`src/rtl/alst_pkg.sv`:
```
// Shared constants, codes and payload types for the array-backed linked list.
`timescale 1ns / 1ps

package alst_pkg;

  // Number of slots in the list; slot, position and count widths follow from it.
  localparam int CAPACITY = 16;
  localparam int SLOT_W   = $clog2(CAPACITY);
  localparam int LINK_W   = $clog2(CAPACITY + 2);
  localparam int CNT_W    = $clog2(CAPACITY + 1);
  localparam int WORD_W   = 64;

  // Link word codes beyond the slot indices.
  localparam logic [LINK_W-1:0] LINK_END  = LINK_W'(CAPACITY);
  localparam logic [LINK_W-1:0] LINK_FREE = LINK_W'(CAPACITY + 1);

  typedef enum logic [2:0] {
    KIND_ADD_FIRST = 3'd0,
    KIND_ADD_AFTER = 3'd1,
    KIND_ADD_LAST  = 3'd2,
    KIND_DEL_FIRST = 3'd3,
    KIND_DEL_AFTER = 3'd4,
    KIND_DEL_LAST  = 3'd5,
    KIND_CLEAR     = 3'd6,
    KIND_WALK      = 3'd7
  } kind_t;

  typedef enum logic [2:0] {
    STAT_OK     = 3'd0,
    STAT_FULL   = 3'd1,
    STAT_EMPTY  = 3'd2,
    STAT_NOPOS  = 3'd3,
    STAT_NOSUCC = 3'd4
  } status_t;

  typedef enum logic [2:0] {
    S_IDLE  = 3'd0,
    S_EXEC  = 3'd1,
    S_TAIL  = 3'd2,
    S_DEL2  = 3'd3,
    S_DLAST = 3'd4,
    S_WALK  = 3'd5
  } state_t;

  typedef struct packed {
    kind_t               kind;
    logic [SLOT_W-1:0]   position;
    logic [WORD_W-1:0]   record_key;
    logic [WORD_W-1:0]   record_name;
    logic [WORD_W-1:0]   record_value;
  } cmd_t;

  typedef struct packed {
    status_t             status;
    logic [CNT_W-1:0]    element_count;
    logic [SLOT_W-1:0]   slot;
    logic [WORD_W-1:0]   out_key;
    logic [WORD_W-1:0]   out_name;
    logic [WORD_W-1:0]   out_value;
    logic                last;
  } res_t;

  typedef struct packed {
    logic [WORD_W-1:0]   key;
    logic [WORD_W-1:0]   name;
    logic [WORD_W-1:0]   value;
  } rec_t;

  localparam int REC_W = $bits(rec_t);

  // Two write ports and a clear for the link store.
  typedef struct packed {
    logic                clear;
    logic                we0;
    logic [SLOT_W-1:0]   wa0;
    logic [LINK_W-1:0]   wd0;
    logic                we1;
    logic [SLOT_W-1:0]   wa1;
    logic [LINK_W-1:0]   wd1;
  } link_wr_t;

endpackage

```
`src/rtl/alst_ram.sv`:
```
// Generic single-write, single-read RAM with registered read data.
`timescale 1ns / 1ps

module alst_ram #(
  parameter int WIDTH = 8,
  parameter int DEPTH = 16
) (
  input  logic                     clk,
  input  logic                     we,
  input  logic [$clog2(DEPTH)-1:0] waddr,
  input  logic [WIDTH-1:0]         wdata,
  input  logic [$clog2(DEPTH)-1:0] raddr,
  output logic [WIDTH-1:0]         rdata
);

  logic [WIDTH-1:0] mem_r [DEPTH];

  always_ff @(posedge clk) begin
    if (we) begin
      mem_r[waddr] <= wdata;
    end
    rdata <= mem_r[raddr];
  end

endmodule

```
`src/rtl/alst_links.sv`:
```
// Link store: one link word per slot, one read port, two write ports, lowest free slot.
`timescale 1ns / 1ps

module alst_links (
  input  logic                          clk,
  input  logic                          rst_n,
  input  logic [alst_pkg::SLOT_W-1:0]   rd_addr,
  output logic [alst_pkg::LINK_W-1:0]   rd_data,
  input  alst_pkg::link_wr_t            wr,
  output logic [alst_pkg::SLOT_W-1:0]   lowest_free
);

  logic [alst_pkg::LINK_W-1:0] link_r [alst_pkg::CAPACITY];

  always_ff @(posedge clk) begin
    if (!rst_n || wr.clear) begin
      for (int i = 0; i < alst_pkg::CAPACITY; i++) begin
        link_r[i] <= alst_pkg::LINK_FREE;
      end
    end else begin
      if (wr.we0) begin
        link_r[wr.wa0] <= wr.wd0;
      end
      if (wr.we1) begin
        link_r[wr.wa1] <= wr.wd1;
      end
    end
  end

  assign rd_data = link_r[rd_addr];

  // Priority encoder: scanning downwards leaves the lowest free slot.
  always_comb begin
    lowest_free = '0;
    for (int i = alst_pkg::CAPACITY - 1; i >= 0; i--) begin
      if (link_r[i] == alst_pkg::LINK_FREE) begin
        lowest_free = alst_pkg::SLOT_W'(i);
      end
    end
  end

endmodule

```
`src/rtl/array_linked_list.sv`:
```
// Top level of the array-backed singly linked list with command-style handshake.
// Head, clear and error commands give their result from the execute state.
// Delete-after adds the S_DEL2 step; append and delete-tail walk the list element by element.
// A walk of n elements gives one result per cycle, n results in all.
// The link-following loop, one link read per cycle, sets the rate of append, delete-tail and walk.
// Reset frees every slot, empties the list and clears the count; records are not cleared.
`timescale 1ns / 1ps

module array_linked_list (
  input  logic            clk,
  input  logic            rst_n,
  input  logic            start,
  input  alst_pkg::cmd_t  in_cmd,
  output logic            busy,
  output logic            out_valid,
  output alst_pkg::res_t  out_res
);

  alst_pkg::state_t             state_r, state_nxt;
  alst_pkg::kind_t              kind_r;
  logic [alst_pkg::SLOT_W-1:0]  pos_r;
  alst_pkg::rec_t               rec_r;
  logic [alst_pkg::LINK_W-1:0]  head_r, head_nxt;
  logic [alst_pkg::CNT_W-1:0]   count_r, count_nxt;
  logic [alst_pkg::SLOT_W-1:0]  cur_r, cur_nxt;
  logic [alst_pkg::LINK_W-1:0]  prev_r, prev_nxt;

  logic                         out_valid_r, out_valid_nxt;
  alst_pkg::status_t            out_status_r, out_status_nxt;
  logic [alst_pkg::SLOT_W-1:0]  out_slot_r, out_slot_nxt;
  logic                         out_last_r, out_last_nxt;
  logic                         out_walk_r, out_walk_nxt;

  logic                         accept;
  logic                         full;
  logic                         empty;
  logic [alst_pkg::SLOT_W-1:0]  rd_addr;
  logic [alst_pkg::LINK_W-1:0]  rd_data;
  logic                         rd_end;
  logic                         rd_free;
  logic [alst_pkg::SLOT_W-1:0]  lowest_free;
  alst_pkg::link_wr_t           lw;
  logic                         ram_we;
  alst_pkg::rec_t               ram_rdata;

  assign accept  = start && (state_r == alst_pkg::S_IDLE);
  assign busy    = (state_r != alst_pkg::S_IDLE);
  assign full    = (count_r == alst_pkg::CNT_W'(alst_pkg::CAPACITY));
  assign empty   = (head_r == alst_pkg::LINK_END);
  assign rd_free = (rd_data == alst_pkg::LINK_FREE);
  assign rd_end  = (rd_data >= alst_pkg::LINK_END);

  alst_links u_links (
    .clk         (clk),
    .rst_n       (rst_n),
    .rd_addr     (rd_addr),
    .rd_data     (rd_data),
    .wr          (lw),
    .lowest_free (lowest_free)
  );

  alst_ram #(
    .WIDTH (alst_pkg::REC_W),
    .DEPTH (alst_pkg::CAPACITY)
  ) u_rec_ram (
    .clk   (clk),
    .we    (ram_we),
    .waddr (lowest_free),
    .wdata (rec_r),
    .raddr (cur_r),
    .rdata (ram_rdata)
  );

  // The single link read port follows the sequencer.
  always_comb begin
    case (state_r)
      alst_pkg::S_EXEC: begin
        rd_addr = (kind_r == alst_pkg::KIND_DEL_FIRST) ? head_r[alst_pkg::SLOT_W-1:0] : pos_r;
      end
      default: begin
        rd_addr = cur_r;
      end
    endcase
  end

  // Next state.
  always_comb begin
    state_nxt = state_r;
    case (state_r)
      alst_pkg::S_IDLE: begin
        if (start) begin
          state_nxt = alst_pkg::S_EXEC;
        end
      end
      alst_pkg::S_EXEC: begin
        state_nxt = alst_pkg::S_IDLE;
        case (kind_r)
          alst_pkg::KIND_ADD_LAST: begin
            if (!full) begin
              state_nxt = alst_pkg::S_TAIL;
            end
          end
          alst_pkg::KIND_DEL_AFTER: begin
            if (!rd_free && !rd_end) begin
              state_nxt = alst_pkg::S_DEL2;
            end
          end
          alst_pkg::KIND_DEL_LAST: begin
            if (!empty) begin
              state_nxt = alst_pkg::S_DLAST;
            end
          end
          alst_pkg::KIND_WALK: begin
            if (!empty) begin
              state_nxt = alst_pkg::S_WALK;
            end
          end
          default: begin
            state_nxt = alst_pkg::S_IDLE;
          end
        endcase
      end
      alst_pkg::S_DEL2: begin
        state_nxt = alst_pkg::S_IDLE;
      end
      alst_pkg::S_TAIL, alst_pkg::S_DLAST, alst_pkg::S_WALK: begin
        if (rd_end) begin
          state_nxt = alst_pkg::S_IDLE;
        end
      end
      default: begin
        state_nxt = alst_pkg::S_IDLE;
      end
    endcase
  end

  // Datapath, link writes and result.
  always_comb begin
    head_nxt       = head_r;
    count_nxt      = count_r;
    cur_nxt        = cur_r;
    prev_nxt       = prev_r;
    lw             = '0;
    ram_we         = 1'b0;
    out_valid_nxt  = 1'b0;
    out_status_nxt = alst_pkg::STAT_OK;
    out_slot_nxt   = '0;
    out_last_nxt   = 1'b1;
    out_walk_nxt   = 1'b0;
    case (state_r)
      alst_pkg::S_EXEC: begin
        out_valid_nxt = 1'b1;
        case (kind_r)
          alst_pkg::KIND_ADD_FIRST: begin
            if (full) begin
              out_status_nxt = alst_pkg::STAT_FULL;
            end else begin
              ram_we       = 1'b1;
              lw.we0       = 1'b1;
              lw.wa0       = lowest_free;
              lw.wd0       = head_r;
              head_nxt     = alst_pkg::LINK_W'(lowest_free);
              count_nxt    = count_r + alst_pkg::CNT_W'(1);
              out_slot_nxt = lowest_free;
            end
          end
          alst_pkg::KIND_ADD_AFTER: begin
            if (full) begin
              out_status_nxt = alst_pkg::STAT_FULL;
            end else if (rd_free) begin
              out_status_nxt = alst_pkg::STAT_NOPOS;
            end else begin
              ram_we       = 1'b1;
              lw.we0       = 1'b1;
              lw.wa0       = lowest_free;
              lw.wd0       = rd_data;
              lw.we1       = 1'b1;
              lw.wa1       = pos_r;
              lw.wd1       = alst_pkg::LINK_W'(lowest_free);
              count_nxt    = count_r + alst_pkg::CNT_W'(1);
              out_slot_nxt = lowest_free;
            end
          end
          alst_pkg::KIND_ADD_LAST: begin
            if (full) begin
              out_status_nxt = alst_pkg::STAT_FULL;
            end else begin
              out_valid_nxt = 1'b0;
              cur_nxt       = head_r[alst_pkg::SLOT_W-1:0];
            end
          end
          alst_pkg::KIND_DEL_FIRST: begin
            if (empty) begin
              out_status_nxt = alst_pkg::STAT_EMPTY;
            end else begin
              head_nxt     = rd_data;
              lw.we0       = 1'b1;
              lw.wa0       = head_r[alst_pkg::SLOT_W-1:0];
              lw.wd0       = alst_pkg::LINK_FREE;
              count_nxt    = count_r - alst_pkg::CNT_W'(1);
              out_slot_nxt = head_r[alst_pkg::SLOT_W-1:0];
            end
          end
          alst_pkg::KIND_DEL_AFTER: begin
            if (rd_free) begin
              out_status_nxt = alst_pkg::STAT_NOPOS;
            end else if (rd_end) begin
              out_status_nxt = alst_pkg::STAT_NOSUCC;
            end else begin
              out_valid_nxt = 1'b0;
              cur_nxt       = rd_data[alst_pkg::SLOT_W-1:0];
            end
          end
          alst_pkg::KIND_DEL_LAST: begin
            if (empty) begin
              out_status_nxt = alst_pkg::STAT_EMPTY;
            end else begin
              out_valid_nxt = 1'b0;
              cur_nxt       = head_r[alst_pkg::SLOT_W-1:0];
              prev_nxt      = alst_pkg::LINK_END;
            end
          end
          alst_pkg::KIND_CLEAR: begin
            lw.clear  = 1'b1;
            head_nxt  = alst_pkg::LINK_END;
            count_nxt = '0;
          end
          alst_pkg::KIND_WALK: begin
            if (empty) begin
              out_status_nxt = alst_pkg::STAT_EMPTY;
            end else begin
              out_valid_nxt = 1'b0;
              cur_nxt       = head_r[alst_pkg::SLOT_W-1:0];
            end
          end
          default: begin
            out_valid_nxt = 1'b0;
          end
        endcase
      end
      alst_pkg::S_TAIL: begin
        if (rd_end) begin
          // The tail is found: the new slot becomes the end of the list.
          ram_we        = 1'b1;
          lw.we0        = 1'b1;
          lw.wa0        = lowest_free;
          lw.wd0        = alst_pkg::LINK_END;
          lw.we1        = 1'b1;
          lw.wa1        = cur_r;
          lw.wd1        = alst_pkg::LINK_W'(lowest_free);
          count_nxt     = count_r + alst_pkg::CNT_W'(1);
          out_valid_nxt = 1'b1;
          out_slot_nxt  = lowest_free;
        end else begin
          cur_nxt = rd_data[alst_pkg::SLOT_W-1:0];
        end
      end
      alst_pkg::S_DEL2: begin
        lw.we0        = 1'b1;
        lw.wa0        = pos_r;
        lw.wd0        = rd_data;
        lw.we1        = 1'b1;
        lw.wa1        = cur_r;
        lw.wd1        = alst_pkg::LINK_FREE;
        count_nxt     = count_r - alst_pkg::CNT_W'(1);
        out_valid_nxt = 1'b1;
        out_slot_nxt  = cur_r;
      end
      alst_pkg::S_DLAST: begin
        if (rd_end) begin
          // A tail with no predecessor is the head, so the list becomes empty.
          if (prev_r == alst_pkg::LINK_END) begin
            head_nxt = alst_pkg::LINK_END;
          end else begin
            lw.we0 = 1'b1;
            lw.wa0 = prev_r[alst_pkg::SLOT_W-1:0];
            lw.wd0 = alst_pkg::LINK_END;
          end
          lw.we1        = 1'b1;
          lw.wa1        = cur_r;
          lw.wd1        = alst_pkg::LINK_FREE;
          count_nxt     = count_r - alst_pkg::CNT_W'(1);
          out_valid_nxt = 1'b1;
          out_slot_nxt  = cur_r;
        end else begin
          prev_nxt = alst_pkg::LINK_W'(cur_r);
          cur_nxt  = rd_data[alst_pkg::SLOT_W-1:0];
        end
      end
      alst_pkg::S_WALK: begin
        // The record read issued now lines up with the result register next cycle.
        out_valid_nxt = 1'b1;
        out_slot_nxt  = cur_r;
        out_walk_nxt  = 1'b1;
        out_last_nxt  = rd_end;
        if (!rd_end) begin
          cur_nxt = rd_data[alst_pkg::SLOT_W-1:0];
        end
      end
      default: begin
        out_valid_nxt = 1'b0;
      end
    endcase
  end

  always_ff @(posedge clk) begin
    if (!rst_n) begin
      state_r     <= alst_pkg::S_IDLE;
      head_r      <= alst_pkg::LINK_END;
      count_r     <= '0;
      cur_r       <= '0;
      prev_r      <= alst_pkg::LINK_END;
      out_valid_r <= 1'b0;
    end else begin
      state_r     <= state_nxt;
      head_r      <= head_nxt;
      count_r     <= count_nxt;
      cur_r       <= cur_nxt;
      prev_r      <= prev_nxt;
      out_valid_r <= out_valid_nxt;
    end
  end

  always_ff @(posedge clk) begin
    out_status_r <= out_status_nxt;
    out_slot_r   <= out_slot_nxt;
    out_last_r   <= out_last_nxt;
    out_walk_r   <= out_walk_nxt;
    if (accept) begin
      // Appending to an empty list is the same as inserting at the head.
      if (in_cmd.kind == alst_pkg::KIND_ADD_LAST && empty) begin
        kind_r <= alst_pkg::KIND_ADD_FIRST;
      end else begin
        kind_r <= in_cmd.kind;
      end
      pos_r       <= in_cmd.position;
      rec_r.key   <= in_cmd.record_key;
      rec_r.name  <= in_cmd.record_name;
      rec_r.value <= in_cmd.record_value;
    end
  end

  assign out_valid = out_valid_r;

  always_comb begin
    out_res.status        = out_status_r;
    out_res.element_count = count_r;
    out_res.slot          = out_slot_r;
    out_res.out_key       = out_walk_r ? ram_rdata.key   : '0;
    out_res.out_name      = out_walk_r ? ram_rdata.name  : '0;
    out_res.out_value     = out_walk_r ? ram_rdata.value : '0;
    out_res.last          = out_last_r;
  end

`ifndef SYNTHESIS
  // A transfer that is not the last of its command must find the block still busy.
  a_more_follows: assert property (@(posedge clk) disable iff (!rst_n)
    out_valid && !out_res.last |-> busy)
    else $error("non-final result while the block is idle");

  a_count_range: assert property (@(posedge clk) disable iff (!rst_n)
    count_r <= alst_pkg::CNT_W'(alst_pkg::CAPACITY))
    else $error("element count exceeds capacity");

  a_head_count: assert property (@(posedge clk) disable iff (!rst_n)
    (head_r == alst_pkg::LINK_END) == (count_r == '0))
    else $error("head pointer and element count disagree");

  a_busy_after_accept: assert property (@(posedge clk) disable iff (!rst_n)
    accept |=> busy)
    else $error("command accepted but sequencer did not start");

  a_single_result: assert property (@(posedge clk) disable iff (!rst_n)
    out_valid && !out_walk_r |-> out_res.last)
    else $error("non-walk command gave more than one result");
`endif

endmodule
```
`config.mk`:
```
export PLATFORM = sky130hd
export DESIGN_NAME = array_linked_list
export DESIGN_NICKNAME = d
export VERILOG_FILES = /design/src/rtl/alst_pkg.sv /design/src/rtl/alst_ram.sv /design/src/rtl/alst_links.sv /design/src/rtl/array_linked_list.sv
export SDC_FILE = /design/constraint.sdc
export NUM_CORES = 2
export LEC_CHECK = 0
export BUFFER_PORTS_ARGS = -buffer_cell sky130_fd_sc_hd__buf_4
export CORE_MARGIN = 10
export CORE_UTILIZATION = 50
export DETAILED_ROUTE_END_ITERATION = 16
export GPL_ROUTABILITY_DRIVEN = 0
export HOLD_SLACK_MARGIN = 0.12
export PLACE_DENSITY = 0.66
export SLEW_MARGIN = 10
export SYNTH_ARGS = -nofsm -noshare
export SYNTH_HDL_FRONTEND = slang
export SYNTH_SLANG_ARGS = --single-unit
```
`constraint.sdc`:
```
create_clock -name clk -period 28.2 [get_ports clk]
set_clock_uncertainty 0.1 [all_clocks]
set_input_delay 2.82 -clock clk [delete_from_list [all_inputs] [get_ports clk]]
set_output_delay 2.82 -clock clk [all_outputs]
set_load 0.005 [all_outputs]
```
==> results.ini <==
[status]
outcome=complete, no violations

[synthesis]
synth_fp_nets=6054
yosysTopAreaCell=edfxtp_1
yosysTopAreaCellShare_pct=75.0
syn_inst=5850
yosysWarnings=0
syn_area_sq_um=134000
yosysUniqueCellTypes=96
synth_area_per_cell_sq_um=22.9
synthArstFlopShare_pct=0
synthTopCellsByArea=edfxtp_1 (75%), mux4_2 (16%), dfxtp_1 (3.3%)
ys_ff_latch=3575
synth_edf_count=3351
synthFlopType=edfxtp_1
synth_commonest_cells=edfxtp_1 (3351), mux4_2 (949), dfxtp_1 (224)
ys_seq_area_share_pct=78.4
synthMostInstantiatedCell=edfxtp_1

[layout]
final_cells=10300
num-fill-cells=19200
post-route-util_pct=57.4
postLayoutCellArea_sq_um=153000
nNetsFinal=6624
syn2layout_area_growth_pct=14.4
layout-drive-gt1-share_pct=30.7

[timing]
max_slew_margin_pct=15.0
finalSetupViolCount=0
rsz0062_at_grt=no
final.setup.tns_ns=0
fmax_ghz=0.117
tightest_slew_ns=1.27
fin_crit_sh_pct=30.3
maxSlewViolCount=0
hold_viol_final=0
fin_crit_ns=8.54

[floorplan]
die_h_um=538
start_util_pct=50.1
rows=190
die_area_sq_um=289000
core_sq_um=267000
die_w_um=538
pin_count=409

[cts]
post_cts_resized=0
cts-buffers-inserted=365
clockBufferDepth=4
cts_hold_buf=0
cts.sinks=3575
path_clk_slew_ns=0.06
clk_latency_ns=0.88
cts.htree.levels=5
postCtsSetupBuffers=0
cts-root-buf=clkbuf_16
tritoncts=yes

[global_routing]
grt_pass1_vias=65300
grt_pass1_wl_mm=455
gr-total-overflow=0
grt.total_usage_pct=21.2
antenna_found_initial=17
grt_max_degree=145

[setup_path]
crit_top_cell=buf_4
path_class=reg -> reg
path_buf_inv=3
max_stage_delay_ns=0.91
cp_max_fo=46
endpoint_kind=register
startpoint_type=register
crit_family=simple AND/OR/NAND/NOR gates
path_cells=nand3b_1 > a211oi_4 > nor2_2 > a21oi_1 > a22oi_1 > a221oi_2 > o41ai_1 > and2_1 > nor3b_1 > and3_4 > buf_4 > buf_4 > buf_4
required_ns=28.59
worstPathArrival_ns=8.93
cp_slowest_cell=a211oi_4

[drt]
ant_nets=0
drc=0
drt_iter0_drc=6850
via_count=62900
viasPerCell=6.11
wl_mm=311
wire_per_inst_um=30.3
dr.pass1.iters=6

[power]
power_density_nw_per_um2=74.7
totalPowerFinal_mw=11.5
peakVddDrop_v=0.0000503
p_leak_nw=47.8

[place]
dp_cells=9605
io_buffers=408
place_area_sq_um=142000
dp_hpwl_mm=169

[job]
max_cap_viol_count=0

[min_path]
hold_class=reg -> reg

## registers in the layout (all words and copies together) (netlist names), 5 cells and up
register         flops
u_rec_ram.rdata    192
rec_r              192
head_r               5
u_links.link_r      80
prev_r               5
count_r              5
u_rec_ram.mem_r   3072
## layout by cell type, fill, tap and decap left out, types with 8 or more instances in the layout
cell type      n
nor3_1        10
or4_1         13
clkbuf_16    369
a211oi_1      20
nor2b_1       17
o21ai_0       66
diode_2       10
a32oi_1        9
a221o_1        8
a311oi_1       8
dfxtp_1      219
nor2_1        68
clkinvlp_4    12
clkbuf_8      45
inv_6         12
o22a_1        28
nand4_1        9
or2_2         10
o22ai_1       61
a22o_1        10
a21oi_1       46
inv_1         15
clkinv_1      48
nand2_1      113
nand3_1       47
clkinv_2      50
mux4_2       949
edfxtp_1    3351
o2111ai_1      8
buf_4        505
a21boi_0       9
clkbuf_1      95
a22oi_1       15
bufinv_16     30
buf_12        14
and2_1       196
o211ai_1      10
nand2b_1       8
mux2i_1       20
a31oi_1       14
## stage by stage
| stage | hold slack (ns) | worst slack [ns] |
|---|---|---|
| after floorplan | 0.336 | 6.04 |
| after global placement | 0.349 | 20.05 |
| after detailed placement | 0.398 | 19.86 |
| after CTS | 0.413 | 19.83 |
| after global routing | 0.439 | 19.21 |
| final | 0.403 | 19.66 |
## worst paths after layout
path	startpoint	end	slack [ns]	depth (start not counted)
min reg2reg	prev_r[4]	prev_r[4]	0.40	1
min	prev_r[4]	prev_r[4]	0.40	1
max reg2reg	kind_r[0]	u_rec_ram.mem_r[7][64]	19.66	13
max	kind_r[0]	u_rec_ram.mem_r[7][64]	19.66	13
## area by class of cell
type                    instances  area [sq um]  share of cell area, %
diodes                         10          25.0                 0.0163
clock buffers                 509         10200                   6.65
clock inverters               161          1670                   1.09
inverters                      17          71.3                 0.0465
multi-input cells            1942         27800                   18.1
flip-flops and latches       3575        105000                   68.5
well taps                    3552          4440                   2.90
repair buffers                519          4070                   2.65
## report_power, final
part	internal (mW)	switching, mW
clock network	2.80	1.96
logic	0.297	0.335
registers	5.93	0.131
## metal layers
| layer | part of all wire [%] | GRT usage, % | vias up | routed length, um |
|---|---|---|---|---|
| met2 | 49 | 34.3 | 2624 | 151000 |
| met5 | 0.011 | 0 | - | 33 |
| met3 | 7.1 | 3.83 | 550 | 22100 |
| li1 | - | - | 26000 | - |
| met4 | 2.3 | 5.04 | 4 | 7100 |
| met1 | 42 | 30.6 | 33600 | 131000 |
## cells by family (layout without fill, tap and decap cells)
family	Yosys count	after routing	synth area share [%]
flip-flops	3575	3575	78.4
XOR/XNOR	1	1	0.00653
adder cells (fa/ha/maj)	2	2	0.0187
other	0	10	0
buffers and inverters	333	1206	0.968
AND/OR/NAND/NOR	559	559	2.29
multiplexers	969	969	16.1
AO/OA/AOI/OAI	411	411	2.25
Note: power is estimated with default switching activity, not from simulation.
